`config.mk`:
```
export PLATFORM = sky130hd
export DESIGN_NAME = aabb_contact_manifold_core
export DESIGN_NICKNAME = d
export VERILOG_FILES = /design/src/rtl/aabb_cm_pkg.sv /design/src/rtl/aabb_cm_emit.sv /design/src/rtl/aabb_contact_manifold_core.sv
export SDC_FILE = /design/constraint.sdc
export NUM_CORES = 2
export LEC_CHECK = 0
export ABC_AREA = 0
export CAP_MARGIN = 10
export CORE_ASPECT_RATIO = 2
export CORE_MARGIN = 5
export CORE_UTILIZATION = 35
export DETAILED_ROUTE_END_ITERATION = 8
export DONT_BUFFER_PORTS = 1
export GPL_TIMING_DRIVEN = 0
export HOLD_SLACK_MARGIN = 0.02
export PLACE_DENSITY_LB_ADDON = 0.15
export SETUP_SLACK_MARGIN = 0.2
export SLEW_MARGIN = 20
export SYNTH_ARGS = -nofsm -noshare
export SYNTH_HDL_FRONTEND = slang
export SYNTH_SLANG_ARGS = --single-unit
```
`constraint.sdc`:
```
create_clock -name clk -period 25.4 [get_ports clk]
set_input_delay 1.27 -clock clk [delete_from_list [all_inputs] [get_ports clk]]
set_output_delay 1.27 -clock clk [all_outputs]
set_load 0.01 [all_outputs]
```
`src/rtl/aabb_cm_pkg.sv`:
```
// Shared types for the axis-aligned box contact generator.
`timescale 1ns / 1ps
`default_nettype none

package aabb_cm_pkg;

	typedef enum logic [1:0] {
		AXIS_X = 2'd0,
		AXIS_Y = 2'd1,
		AXIS_Z = 2'd2
	} axis_t;

	localparam int unsigned NUM_AXES    = 3;
	localparam int unsigned ID_BITS     = 16;
	localparam int unsigned NUM_CORNERS = 4;

	// Per-item decision handed from the pipeline to the result sequencer.
	typedef struct packed {
		logic  hit;
		axis_t axis;
		logic  neg;
	} contact_ctrl_t;

endpackage

`default_nettype wire

```
`src/rtl/aabb_cm_emit.sv`:
```
// Result sequencer: turns one contact decision into one or four result transfers.
`timescale 1ns / 1ps
`default_nettype none

module aabb_cm_emit #(
	parameter int COORD_BITS = 16
) (
	input  wire  logic                            clk,
	input  wire  logic                            arst_n,
	input  wire  logic                            load,
	output       logic                            ready,
	input  wire  aabb_cm_pkg::contact_ctrl_t      ctrl,
	input  wire  logic signed [COORD_BITS:0]      face,
	input  wire  logic signed [COORD_BITS:0]      lo [aabb_cm_pkg::NUM_AXES],
	input  wire  logic signed [COORD_BITS:0]      hi [aabb_cm_pkg::NUM_AXES],
	input  wire  logic [COORD_BITS-1:0]           depth_in,
	input  wire  logic [aabb_cm_pkg::ID_BITS-1:0] id_a,
	input  wire  logic [aabb_cm_pkg::ID_BITS-1:0] id_b,
	output       logic                            strobe,
	output       logic                            hit,
	output       logic [1:0]                      normal_axis,
	output       logic                            normal_negative,
	output       logic signed [COORD_BITS:0]      point_x,
	output       logic signed [COORD_BITS:0]      point_y,
	output       logic signed [COORD_BITS:0]      point_z,
	output       logic [COORD_BITS-1:0]           depth,
	output       logic [aabb_cm_pkg::ID_BITS-1:0] id_first,
	output       logic [aabb_cm_pkg::ID_BITS-1:0] id_second,
	output       logic                            last
);

	localparam int CNT_BITS = $clog2(aabb_cm_pkg::NUM_CORNERS);

	logic                            em_v_q;
	logic [CNT_BITS-1:0]             cnt_q;
	aabb_cm_pkg::contact_ctrl_t      ctrl_q;
	logic signed [COORD_BITS:0]      face_q;
	logic signed [COORD_BITS:0]      lo_q [aabb_cm_pkg::NUM_AXES];
	logic signed [COORD_BITS:0]      hi_q [aabb_cm_pkg::NUM_AXES];
	logic [COORD_BITS-1:0]           depth_q;
	logic [aabb_cm_pkg::ID_BITS-1:0] ida_q;
	logic [aabb_cm_pkg::ID_BITS-1:0] idb_q;

	logic                            last_now;
	aabb_cm_pkg::axis_t              u_axis;
	aabb_cm_pkg::axis_t              v_axis;
	logic                            sel_u_hi;
	logic                            sel_v_hi;
	logic signed [COORD_BITS:0]      pt [aabb_cm_pkg::NUM_AXES];

	assign last_now = !ctrl_q.hit || (cnt_q == CNT_BITS'(aabb_cm_pkg::NUM_CORNERS - 1));
	assign ready    = !em_v_q || last_now;

	always_ff @(posedge clk or negedge arst_n) begin
		if (!arst_n) begin
			em_v_q <= 1'b0;
			cnt_q  <= '0;
		end else if (ready) begin
			em_v_q <= load;
			cnt_q  <= '0;
		end else begin
			cnt_q <= cnt_q + CNT_BITS'(1);
		end
	end

	always_ff @(posedge clk) begin
		if (ready && load) begin
			ctrl_q  <= ctrl;
			face_q  <= face;
			lo_q    <= lo;
			hi_q    <= hi;
			depth_q <= depth_in;
			ida_q   <= id_a;
			idb_q   <= id_b;
		end
	end

	// The two in-face axes keep their natural order.
	always_comb begin
		case (ctrl_q.axis)
			aabb_cm_pkg::AXIS_X: begin
				u_axis = aabb_cm_pkg::AXIS_Y;
				v_axis = aabb_cm_pkg::AXIS_Z;
			end
			aabb_cm_pkg::AXIS_Y: begin
				u_axis = aabb_cm_pkg::AXIS_X;
				v_axis = aabb_cm_pkg::AXIS_Z;
			end
			aabb_cm_pkg::AXIS_Z: begin
				u_axis = aabb_cm_pkg::AXIS_X;
				v_axis = aabb_cm_pkg::AXIS_Y;
			end
			default: begin
				u_axis = aabb_cm_pkg::AXIS_Y;
				v_axis = aabb_cm_pkg::AXIS_Z;
			end
		endcase
	end

	// Corners run (umin,vmin), (umax,vmin), (umax,vmax), (umin,vmax).
	assign sel_u_hi = cnt_q[CNT_BITS-1] ^ cnt_q[0];
	assign sel_v_hi = cnt_q[CNT_BITS-1];

	always_comb begin
		for (int j = 0; j < aabb_cm_pkg::NUM_AXES; j++) begin
			if (!ctrl_q.hit) begin
				pt[j] = '0;
			end else if (ctrl_q.axis == aabb_cm_pkg::axis_t'(j)) begin
				pt[j] = face_q;
			end else if (u_axis == aabb_cm_pkg::axis_t'(j)) begin
				pt[j] = sel_u_hi ? hi_q[j] : lo_q[j];
			end else begin
				pt[j] = sel_v_hi ? hi_q[j] : lo_q[j];
			end
		end
	end

	assign strobe          = em_v_q;
	assign hit             = ctrl_q.hit;
	assign normal_axis     = ctrl_q.hit ? ctrl_q.axis : aabb_cm_pkg::AXIS_X;
	assign normal_negative = ctrl_q.hit & ctrl_q.neg;
	assign point_x         = pt[aabb_cm_pkg::AXIS_X];
	assign point_y         = pt[aabb_cm_pkg::AXIS_Y];
	assign point_z         = pt[aabb_cm_pkg::AXIS_Z];
	assign depth           = ctrl_q.hit ? depth_q : '0;
	assign id_first        = ctrl_q.hit ? ida_q : '0;
	assign id_second       = ctrl_q.hit ? idb_q : '0;
	assign last            = last_now;

	// A miss is always a single transfer.
	a_miss_single: assert property (@(posedge clk) disable iff (!arst_n)
		strobe && !hit |-> last)
		else $error("miss result without last");

	// A hit burst runs without gaps and keeps its decision.
	a_burst_cont: assert property (@(posedge clk) disable iff (!arst_n)
		strobe && !last |=> strobe && hit && (normal_axis == $past(normal_axis))
			&& (id_first == $past(id_first)))
		else $error("hit burst broken");

	// Within a burst the coordinate along the normal stays fixed; checked here for x.
	a_face_fixed: assert property (@(posedge clk) disable iff (!arst_n)
		strobe && !last |=> (normal_axis != aabb_cm_pkg::AXIS_X || point_x == $past(point_x)))
		else $error("face coordinate moved within burst");

endmodule

`default_nettype wire

```
`src/rtl/aabb_contact_manifold_core.sv`:
```
// Top level of the axis-aligned box contact generator.
// Usage: drive a box pair (centers, half-extents, body ids) with start; the pair
// is taken at a rising edge where start is high and busy is low. Components are
// COORD_BITS wide two's complement, x in the low bits, then y, then z.
// Results leave on the result ports, one transfer per cycle marked by strobe;
// the receiver has no way to hold them off. A pair that overlaps on all three
// axes gives four transfers (the corners of the contact face), the last with
// last set; a pair that does not overlap gives one transfer with hit clear.
// A pair passes the three pipeline stages, then the result sequencer, before its
// first result shows.
// The core takes one pair every cycle while pairs miss; a hit holds the
// sequencer's one result port for its four transfers, and busy rises when the
// pipeline behind it is full.
// Reset clears all valid bits; no result is shown until a pair is taken.
`timescale 1ns / 1ps
`default_nettype none

module aabb_contact_manifold_core #(
	parameter int COORD_BITS = 16
) (
	input  wire logic                            clk,
	input  wire logic                            arst_n,
	input  wire logic                            start,
	output      logic                            busy,
	input  wire logic [3*COORD_BITS-1:0]         center_a,
	input  wire logic [3*COORD_BITS-1:0]         extent_a,
	input  wire logic [3*COORD_BITS-1:0]         center_b,
	input  wire logic [3*COORD_BITS-1:0]         extent_b,
	input  wire logic [aabb_cm_pkg::ID_BITS-1:0] body_a,
	input  wire logic [aabb_cm_pkg::ID_BITS-1:0] body_b,
	output      logic                            strobe,
	output      logic                            hit,
	output      logic [1:0]                      normal_axis,
	output      logic                            normal_negative,
	output      logic signed [COORD_BITS:0]      point_x,
	output      logic signed [COORD_BITS:0]      point_y,
	output      logic signed [COORD_BITS:0]      point_z,
	output      logic [COORD_BITS-1:0]           depth,
	output      logic [aabb_cm_pkg::ID_BITS-1:0] id_first,
	output      logic [aabb_cm_pkg::ID_BITS-1:0] id_second,
	output      logic                            last
);

	localparam int NAX = aabb_cm_pkg::NUM_AXES;
	localparam int W   = COORD_BITS;

	logic adv1, adv2, adv3, em_ready;

	// Stage 1: box corners and center order.
	logic                            v_s1;
	logic signed [W:0]               lo_a_s1 [NAX];
	logic signed [W:0]               hi_a_s1 [NAX];
	logic signed [W:0]               lo_b_s1 [NAX];
	logic signed [W:0]               hi_b_s1 [NAX];
	logic [NAX-1:0]                  neg_s1;
	logic [aabb_cm_pkg::ID_BITS-1:0] ida_s1, idb_s1;

	// Stage 2: overlap interval and its length.
	logic                            v_s2;
	logic signed [W:0]               lo_a_s2 [NAX];
	logic signed [W:0]               hi_a_s2 [NAX];
	logic signed [W:0]               lo_s2 [NAX];
	logic signed [W:0]               hi_s2 [NAX];
	logic signed [W+1:0]             ov_s2 [NAX];
	logic [NAX-1:0]                  neg_s2;
	logic [aabb_cm_pkg::ID_BITS-1:0] ida_s2, idb_s2;

	// Stage 3: decision.
	logic                            v_s3;
	aabb_cm_pkg::contact_ctrl_t      ctrl_s3;
	logic signed [W:0]               face_s3;
	logic signed [W:0]               lo_s3 [NAX];
	logic signed [W:0]               hi_s3 [NAX];
	logic [W-1:0]                    depth_s3;
	logic [aabb_cm_pkg::ID_BITS-1:0] ida_s3, idb_s3;

	logic signed [W:0]               ca, ea, cb, eb;
	logic signed [W:0]               lo_a_n [NAX];
	logic signed [W:0]               hi_a_n [NAX];
	logic signed [W:0]               lo_b_n [NAX];
	logic signed [W:0]               hi_b_n [NAX];
	logic [NAX-1:0]                  neg_n;
	logic signed [W:0]               lo_n [NAX];
	logic signed [W:0]               hi_n [NAX];
	logic signed [W+1:0]             ov_n [NAX];
	aabb_cm_pkg::axis_t              best;
	logic signed [W+1:0]             best_ov;
	logic                            all_pos;

	// A stage moves when it is empty or the one after it moves.
	assign adv3 = !v_s3 || em_ready;
	assign adv2 = !v_s2 || adv3;
	assign adv1 = !v_s1 || adv2;
	assign busy = !adv1;

	always_comb begin
		ca = '0;
		ea = '0;
		cb = '0;
		eb = '0;
		for (int ax = 0; ax < NAX; ax++) begin
			ca = (W+1)'($signed(center_a[ax*W +: W]));
			ea = (W+1)'($signed(extent_a[ax*W +: W]));
			cb = (W+1)'($signed(center_b[ax*W +: W]));
			eb = (W+1)'($signed(extent_b[ax*W +: W]));
			lo_a_n[ax] = ca - ea;
			hi_a_n[ax] = ca + ea;
			lo_b_n[ax] = cb - eb;
			hi_b_n[ax] = cb + eb;
			neg_n[ax]  = ca < cb;
		end
	end

	always_comb begin
		for (int ax = 0; ax < NAX; ax++) begin
			lo_n[ax] = (lo_a_s1[ax] > lo_b_s1[ax]) ? lo_a_s1[ax] : lo_b_s1[ax];
			hi_n[ax] = (hi_a_s1[ax] < hi_b_s1[ax]) ? hi_a_s1[ax] : hi_b_s1[ax];
			ov_n[ax] = (W+2)'(hi_n[ax]) - (W+2)'(lo_n[ax]);
		end
	end

	// Least overlap; on ties x wins over y, y over z.
	always_comb begin
		all_pos = 1'b1;
		for (int ax = 0; ax < NAX; ax++) begin
			all_pos = all_pos && (ov_s2[ax] > 0);
		end
		best    = aabb_cm_pkg::AXIS_X;
		best_ov = ov_s2[aabb_cm_pkg::AXIS_X];
		if (ov_s2[aabb_cm_pkg::AXIS_Y] < best_ov) begin
			best    = aabb_cm_pkg::AXIS_Y;
			best_ov = ov_s2[aabb_cm_pkg::AXIS_Y];
		end
		if (ov_s2[aabb_cm_pkg::AXIS_Z] < best_ov) begin
			best    = aabb_cm_pkg::AXIS_Z;
			best_ov = ov_s2[aabb_cm_pkg::AXIS_Z];
		end
	end

	always_ff @(posedge clk or negedge arst_n) begin
		if (!arst_n) begin
			v_s1 <= 1'b0;
			v_s2 <= 1'b0;
			v_s3 <= 1'b0;
		end else begin
			if (adv1) begin
				v_s1 <= start;
			end
			if (adv2) begin
				v_s2 <= v_s1;
			end
			if (adv3) begin
				v_s3 <= v_s2;
			end
		end
	end

	always_ff @(posedge clk) begin
		if (adv1) begin
			lo_a_s1 <= lo_a_n;
			hi_a_s1 <= hi_a_n;
			lo_b_s1 <= lo_b_n;
			hi_b_s1 <= hi_b_n;
			neg_s1  <= neg_n;
			ida_s1  <= body_a;
			idb_s1  <= body_b;
		end
		if (adv2) begin
			lo_a_s2 <= lo_a_s1;
			hi_a_s2 <= hi_a_s1;
			lo_s2   <= lo_n;
			hi_s2   <= hi_n;
			ov_s2   <= ov_n;
			neg_s2  <= neg_s1;
			ida_s2  <= ida_s1;
			idb_s2  <= idb_s1;
		end
		if (adv3) begin
			ctrl_s3.hit  <= all_pos;
			ctrl_s3.axis <= best;
			ctrl_s3.neg  <= neg_s2[best];
			face_s3      <= neg_s2[best] ? hi_a_s2[best] : lo_a_s2[best];
			lo_s3        <= lo_s2;
			hi_s3        <= hi_s2;
			depth_s3     <= best_ov[W-1:0];
			ida_s3       <= ida_s2;
			idb_s3       <= idb_s2;
		end
	end

	aabb_cm_emit #(
		.COORD_BITS(COORD_BITS)
	) u_emit (
		.clk            (clk),
		.arst_n         (arst_n),
		.load           (v_s3),
		.ready          (em_ready),
		.ctrl           (ctrl_s3),
		.face           (face_s3),
		.lo             (lo_s3),
		.hi             (hi_s3),
		.depth_in       (depth_s3),
		.id_a           (ida_s3),
		.id_b           (idb_s3),
		.strobe         (strobe),
		.hit            (hit),
		.normal_axis    (normal_axis),
		.normal_negative(normal_negative),
		.point_x        (point_x),
		.point_y        (point_y),
		.point_z        (point_z),
		.depth          (depth),
		.id_first       (id_first),
		.id_second      (id_second),
		.last           (last)
	);

	// A transfer taken while the pipeline is free always lands in stage 1.
	a_take_lands: assert property (@(posedge clk) disable iff (!arst_n)
		start && !busy |=> v_s1)
		else $error("accepted pair lost at stage 1");

	// Busy only rises when every stage holds an item.
	a_busy_full: assert property (@(posedge clk) disable iff (!arst_n)
		busy |-> v_s1 && v_s2 && v_s3 && strobe)
		else $error("busy without a full pipeline");

	// A stalled stage 3 keeps its item.
	a_s3_hold: assert property (@(posedge clk) disable iff (!arst_n)
		v_s3 && !adv3 |=> v_s3 && $stable(ida_s3) && $stable(depth_s3))
		else $error("stage 3 item changed under stall");

endmodule

`default_nettype wire
```
### Yosys cells after proc, flatten, opt, wreduce, memory -nomap -nowiden

Index checks and enable logic that the tools add are counted.

* output and inout bits: 106
* logic and storage cells: 161
* latch bits: 0
* bits in read-only memories: 0
* bits in writable memories: 0
* register bits: 880
* memories: 0
* input bits: 227

* bitwise operators: 3
* divide/modulo/power cells: 0
* magnitude comparators: 16
* $add $sub $neg: 16
* eq/ne operators: 5
* multiplexer cells: 40
* shift-type cells: 0
* reduce and logical (&&, ||, !) cells: 17
* multipliers: 0

Operators by type and width (count)
* 17-bit 2-to-1 mux: 26
* 16-bit by 16-bit adder with 17-bit output: 6
* 16-bit by 16-bit subtractor with 17-bit output: 6
* 17-bit binary-select mux with 2-bit select: 2
* 16-bit 2-to-1 mux: 4
* 18-bit by 1-bit > comparator with 1-bit output (second input constant): 3
* 17-bit by 17-bit subtractor with 18-bit output: 3
* 17-bit > comparator: 3
* 17-bit less-than comparator: 3
* 16-bit less-than comparator: 3
* 18-bit less-than comparator: 2
* 18-bit 2-to-1 mux: 1
* 1-bit zero test: 6
* 2-bit 2-to-1 mux: 3
* 1-bit logical OR: 5
* 2-bit equality test (second input constant): 2
* 2-bit zero test: 2
* 3-bit greater-or-equal comparator (second input constant): 1
* 1-bit logical AND: 3
* 2-bit by 3-bit less-than comparator with 1-bit output (second input constant): 1
* 1-bit 2-to-1 mux: 3
* 2-bit inverter with 3-bit output: 1
* 2-bit by 1-bit adder with 2-bit output (second input constant): 1
* 1-bit binary-select mux with 2-bit select: 1
* 6 further kinds: 6

### Depth between registers and ports, before layout

* depth in word-level cells: 9
* depth in mapped cells: 27
* mapped depth without buffers: 25

### By module

A second synthesis with hierarchy kept.

* cell total of the unflattened synthesis: 3698
* area, all modules: 46352.0 sq um

By module, submodules not included
* aabb_contact_manifold_core: sequential area each 20915.1 sq um, area an instance 39415.3 sq um, cells an instance 3261, times used 1
* aabb_cm_emit: sequential area each 5210.0 sq um, area an instance 6936.7 sq um, cells an instance 437, times used 1

### Least setup slack after synthesis

No wires, ideal clock.

* kind: reg2reg
* start point: register u_emit.cnt_q[0]
* end point: register hi_a_s2[10] (netlist name) (enable)
* period minus slack after synthesis: 10.342 ns
* path buffers: 0
* data arrival time: 7.427 ns
* stages on the path, launching flop included: 5
* required time: 22.485 ns
* library setup time: 2.915 ns
* path slack: 15.058 ns
* cell sequence: dfrtp_1 > ha_1 > nand2b_1 > nor2_1 > nand3_1

* cells in the longest elaborated chain, start to end: 5

RTL lines
* from (decl): RTL line aabb_cm_emit.sv:35 `logic [CNT_BITS-1:0] cnt_q;`
* from (signal assigned): RTL line aabb_cm_emit.sv:62 `cnt_q <= cnt_q + CNT_BITS'(1);`
* 2-bit equality test: RTL line aabb_cm_emit.sv:51 `assign last_now = !ctrl_q.hit || (cnt_q == CNT_BITS'(aabb_cm_pkg::NUM_CORNERS - 1));`
* 1-bit logical OR: RTL line aabb_cm_emit.sv:51
* net last: RTL line aabb_contact_manifold_core.sv:41 `output logic last`
* 1-bit logical OR: RTL line aabb_cm_emit.sv:52 `assign ready = !em_v_q || last_now;`
* 1-bit logical OR: RTL line aabb_contact_manifold_core.sv:91 `assign adv3 = !v_s3 || em_ready;`
* 1-bit logical OR: RTL line aabb_contact_manifold_core.sv:92 `assign adv2 = !v_s2 || adv3;`
* net adv2: RTL line aabb_contact_manifold_core.sv:47 `logic adv1, adv2, adv3, em_ready;`
* to (signal assigned): RTL line aabb_contact_manifold_core.sv:170 `hi_a_s2 <= hi_a_s1;`
* to (decl): RTL line aabb_contact_manifold_core.sv:61 `logic signed [W:0] hi_a_s2 [NAX];`

The timed path passes the listed nets, and every way through them passes these cells.
A chain may end at the register's enable or synchronous reset.

==> flow_results.org <==
** Place
- At the end of routability-driven placement, the weighted congestion stood at 0.878.
- Port buffering added 0 buffers.
- Count of placed standard cells including taps :: 5463
- Total cell area at the placement stage :: 0.0492 mm²
- Prior to clock tree synthesis, the placed netlist has a worst setup slack of 18.54 ns.
- HPWL after detailed placement :: 104 mm

** STA
- On the final layout, the worst hold slack is 0.296 ns.
- Subtracting the final worst setup slack from the clock period gives 6.78 ns.
- For the pin with the worst max-slew slack, the measured transition is 1.02 ns.
- Min setup slack post-route :: 18.62 ns
- Timing would allow up to 147 MHz.
- Headroom to the max-slew limit came out at 0.320.
- Setup repair after global routing left no endpoint under its margin.
- Setup violations remaining at the end of the flow were counted as 0.
- Fin Clk Skew :: 0.0211 ns
- The number of max-slew violations in the final report is 0.
- Setup TNS :: 0 ns
- The hold violation total from the final report is 0.
- Of the available clock period, the critical path in the final layout requires 0.267.

** CTS
- In this run the post-CTS setup repair buffer count came out at 0.
- After clock tree synthesis, the repair step resized 0 gates.
- Clock-pin slew on the worst setup and hold paths :: 0.06 ns
- Clk sink count :: 871
- For this design, the CTS-stage hold fixing added 0 buffers.
- TritonCTS built the clock tree.
- In this run the number of H-tree levels came out at 3.
- Max Root-Sink Buffers :: 3
- At the later pin of the worst-skew pair, clock insertion delay measures 0.67 ns.
- The root buffer cell chosen for the clock tree is sky130_fd_sc_hd__clkbuf_16.
- TritonCTS Buffers :: 81

** Synthesis
- For this run, the register share of the synthesized area comes to 0.563.
- Dividing the synthesized area by the synthesized cell count gives 12.5 µm².
- The complex-gate fraction of the synthesized area was 0.101.
- Synthesized netlist net count :: 4373
- Of the total synthesized cell area, the portion taken by full adders, half adders and majority gates is 0.121.
- Dominant combinational cell family by area after synthesis :: adder cells
- Simple logic cell fraction of the synthesized area :: 0.0731
- Multiplexer area fraction after synthesis :: 0.0616
- Counting flops with an async set or reset pin after synthesis yields a share of 0.00689.
- In the synthesized netlist, the number of instances is 3707.
- The mapped netlist covers 0.0464 mm².
- Among all flip-flop cells after synthesis, the most frequent one is sky130_fd_sc_hd__edfxtp_1.
- Yosys printed 0 warnings.
- The synthesized design contains 865 enable-type register cells.
- In this run, distinct cell masters in the synthesized netlist total 70.
- Fraction of synthesized cell area in xor and xnor cells :: 0.0366
- In this run, synthesis produced a sequential element count of 871.

** Finish
- The area growth from synthesis to layout is 11.8%.
- Post-route cell area :: 0.0519 mm²
- Of the cells placed in the final design, the portion with a size suffix greater than 1 is 0.0722.
- The finished layout holds 5614 standard cells, fillers aside.
- The net count of the finished layout is 4493.
- Final core area utilization :: 0.392

** Critical path
- Data arrival at the endpoint of the critical path :: 7.18 ns
- The setup path with the least slack is of type register to register.
- STA classifies the critical path endpoint as a register.
- The number of buffers and inverters on the critical path is 1.
- For the worst setup path, the data required time is 25.80 ns.
- The slowest stage of the critical path is the sky130_fd_sc_hd__buf_1 cell.
- Worst setup startpoint :: lo_a_s1[35]
- In this run the critical register-to-register path is launched from lo_a_s1[35].
- The signal on the critical path passes through ha_1 > nor2b_1 > o21a_1 > o21a_1 > o21a_1 > o21a_1 > o21bai_1 > a311oi_1 > o22ai_1 > a41o_1 > buf_1 > mux2i_1 > fa_1 > a21o_1 > a21oi_1 > o21bai_1 > a21o_1 > a21oi_1 > o21ai_1 > o41ai_1 > o21bai_1 > a21oi_1 > xnor2_1.
- Cell family with most CP delay :: compound AO/OA/AOI/OAI gates
- The worst setup path is launched from a register.
- Maximum fanout encountered on the critical timing path :: 10
- Slowest Stage Delay on Critical Path :: 0.65 ns
- Cell seen most often among critical-path stages :: sky130_fd_sc_hd__o21a_1

** Die
- Die area :: 0.140 mm²
- Floorplan core area :: 0.132 mm²
- For this configuration, the core starts out at a cell density of 0.351.
- Row count :: 189
- Vertical extent of the die :: 525 µm
- Number of primary I/O pins :: 333
- The die is 267 µm wide.

** Global routing
- Via count of the first global-routing pass :: 28702
- Summed over all layers, the global routing overflow is 0.
- Entering global routing, the biggest net connects 52 pins.
- Met2 global-route usage :: 0.345
- The initial antenna violation count came to 6.
- In the global route stage, met3 resource usage came out at 0.0259.
- GR met1 Demand/Resource :: 0.185
- In the global route stage, overall resource usage came out at 0.176.
- Wire length of the first global-routing pass :: 184 mm
- Busiest metal layer after global routing :: met2

** Route
- After the first detailed-routing iteration, the DRC count stood at 1592.
- Post-route DRC violation count :: 0
- Via count of the routed design :: 27932
- After detailed routing, the total wire length is 127 mm.
- Ratio of routed vias to standard cells :: 4.98
- After detailed routing, the average wire length per cell comes to 22.6 µm.
- The first detailed-routing pass took 7 iterations.
- Once detail routing completed, the nets flagged for antenna violations numbered 0.

** Power
- Share of power burned in combinational logic :: 0.470
- Of the total power, the share spent switching nets is 0.409.
- Clk pwr share :: 0.152
- Switching power :: 3.26 mW
- Peak supply drop :: 0.0785 mV
- In this run the power density over the cells is 154 mW/mm².
- Design internal power :: 4.72 mW
- The design draws 7.98 mW.
- P_leak :: 21.2 nW
- Relative contribution of sequential cells to total power :: 0.378

** Run
- Across the run, the number of max-cap violations was 0.

** Run status
- The flow ran to the end, and the final reports show no timing, DRC or antenna violations.

** Worst hold path
- In this run the worst hold path is classified as primary input to asynchronous set/reset pin.
==> cell usage in the layout, fill, tap and decap left out, types with 51 or more instances in the layout <==
cell type,netlist,routed
sky130_fd_sc_hd__nand2_1,144,143
sky130_fd_sc_hd__a21oi_1,218,218
sky130_fd_sc_hd__inv_1,416,416
sky130_fd_sc_hd__ha_1,424,424
sky130_fd_sc_hd__o21ai_0,110,110
sky130_fd_sc_hd__mux2_2,85,85
sky130_fd_sc_hd__clkbuf_1,96,105
sky130_fd_sc_hd__xnor2_1,166,166
sky130_fd_sc_hd__mux2i_1,171,169
sky130_fd_sc_hd__a21o_1,67,67
sky130_fd_sc_hd__clkbuf_16,0,82
sky130_fd_sc_hd__nor2_1,165,165
sky130_fd_sc_hd__edfxtp_1,865,865
sky130_fd_sc_hd__and2_1,109,109
sky130_fd_sc_hd__nor3_1,51,51
==> worst reg2reg max path, cell delays in order, from the launching register on <==
cell and delay (ns):
sky130_fd_sc_hd__edfxtp_1 0.46, sky130_fd_sc_hd__ha_1 0.33, sky130_fd_sc_hd__nor2b_1 0.13, sky130_fd_sc_hd__o21a_1 0.16, sky130_fd_sc_hd__o21a_1 0.17, sky130_fd_sc_hd__o21a_1 0.17
sky130_fd_sc_hd__o21a_1 0.17, sky130_fd_sc_hd__o21bai_1 0.27, sky130_fd_sc_hd__a311oi_1 0.22, sky130_fd_sc_hd__o22ai_1 0.54, sky130_fd_sc_hd__a41o_1 0.29, sky130_fd_sc_hd__buf_1 0.65
sky130_fd_sc_hd__mux2i_1 0.28, sky130_fd_sc_hd__fa_1 0.51, sky130_fd_sc_hd__a21o_1 0.18, sky130_fd_sc_hd__a21oi_1 0.22, sky130_fd_sc_hd__o21bai_1 0.10, sky130_fd_sc_hd__a21o_1 0.21
sky130_fd_sc_hd__a21oi_1 0.24, sky130_fd_sc_hd__o21ai_1 0.16, sky130_fd_sc_hd__o41ai_1 0.65, sky130_fd_sc_hd__o21bai_1 0.14, sky130_fd_sc_hd__a21oi_1 0.20, sky130_fd_sc_hd__xnor2_1 0.08
==> power groups by stage <==
stage | registers (mW) | logic [mW] | clock network [mW]
after detailed placement | 3.06 | 3.83 | 0
after CTS | 3.03 | 3.85 | 1.26
after global routing | 3.08 | 4.11 | 1.31
final | 3.01 | 3.75 | 1.21
after global placement | 3.33 | 3.68 | 0
after floorplan | 3.03 | 2.45 | 0
==> flip-flops by register name, indices dropped and copies added (netlist names), 17 cells and up <==
signal         flops
u_emit.face_q     17
lo_a_s1           51
u_emit.lo_q       51
u_emit.hi_q       51
lo_a_s2           51
lo_s3             51
hi_a_s1           48
lo_s2             51
face_s3           17
hi_s2             51
hi_a_s2           48
ov_s2             54
hi_s3             51
hi_b_s1           48
lo_b_s1           51
==> logic make-up (layout without fill, tap and decap cells) <==
| family | Yosys count | after routing |
|---|---|---|
| adder cells (fa/ha/maj) | 439 | 439 |
| AO/OA/AOI/OAI | 716 | 716 |
| buffers and inverters | 534 | 720 |
| other | 0 | 2 |
| AND/OR/NAND/NOR | 680 | 680 |
| XOR/XNOR | 194 | 194 |
| flip-flops | 871 | 871 |
| multiplexers | 273 | 273 |
==> metal layers <==
| metal | routed length, µm | up-vias |
|---|---|---|
| met4 | 5660 | 0 |
| met1 | 45400 | 13412 |
| met5 | 0 | - |
| li1 | - | 13720 |
| met2 | 70900 | 612 |
| met3 | 5030 | 188 |
==> path summary, 6_finish.rpt <==
path	end	slack [ns]	cells past startpoint
hold / removal	v_s1	0.30	0
min in group clk	u_emit.hi_q[12]	0.41	0
setup / recovery	ov_s2[50]	18.62	23
setup reg to reg	ov_s2[50]	18.62	23
max in group asynchronous	u_emit.cnt_q[0]	25.03	0
hold reg to reg	u_emit.hi_q[12]	0.41	0
==> area by class of cell <==
type / instances / area, µm²
fill: 12558 / 80300
sequential: 871 / 26100
multi-input combinational: 2302 / 18300
tap: 1719 / 2150
clock buffer: 93 / 2110
inverter: 418 / 1570
timing repair buffer: 37 / 639
clock inverter: 56 / 507
buffer: 116 / 470
antenna: 2 / 5.00
==> Yosys cell counts, types with 10 or more instances <==
library cell	instances	area, µm²
sky130_fd_sc_hd__xor2_1	28	245
sky130_fd_sc_hd__a221o_1	16	160
sky130_fd_sc_hd__a31oi_1	17	106
sky130_fd_sc_hd__a21o_1	67	503
sky130_fd_sc_hd__nand2b_1	27	169
sky130_fd_sc_hd__fa_1	15	300
sky130_fd_sc_hd__o21a_1	34	255
sky130_fd_sc_hd__o21bai_1	50	375
sky130_fd_sc_hd__a211oi_1	35	263
sky130_fd_sc_hd__mux2_1	17	191
sky130_fd_sc_hd__a221oi_1	26	228
sky130_fd_sc_hd__inv_1	416	1560
sky130_fd_sc_hd__o41ai_1	14	123
sky130_fd_sc_hd__o21ai_1	19	95.1
sky130_fd_sc_hd__nand3_1	45	225
sky130_fd_sc_hd__o31ai_1	14	105
sky130_fd_sc_hd__nor3_1	51	255
sky130_fd_sc_hd__xnor2_1	166	1450
sky130_fd_sc_hd__or3_1	19	119
sky130_fd_sc_hd__edfxtp_1	865	26000
sky130_fd_sc_hd__nand2_1	144	541
sky130_fd_sc_hd__nor2_1	165	619
sky130_fd_sc_hd__mux2_2	85	957
sky130_fd_sc_hd__mux2i_1	171	1710
sky130_fd_sc_hd__nand4_1	16	100
sky130_fd_sc_hd__o22ai_1	17	106
sky130_fd_sc_hd__nor4_1	17	106
sky130_fd_sc_hd__o21ai_0	110	551
sky130_fd_sc_hd__clkbuf_1	96	360
sky130_fd_sc_hd__buf_1	12	45.0
sky130_fd_sc_hd__a211o_1	10	87.6
sky130_fd_sc_hd__nor2b_1	51	319
sky130_fd_sc_hd__and2_1	109	682
sky130_fd_sc_hd__ha_1	424	5310
sky130_fd_sc_hd__and3_1	14	87.6
sky130_fd_sc_hd__a21oi_1	218	1090
Power figures use the tool's default switching activity.
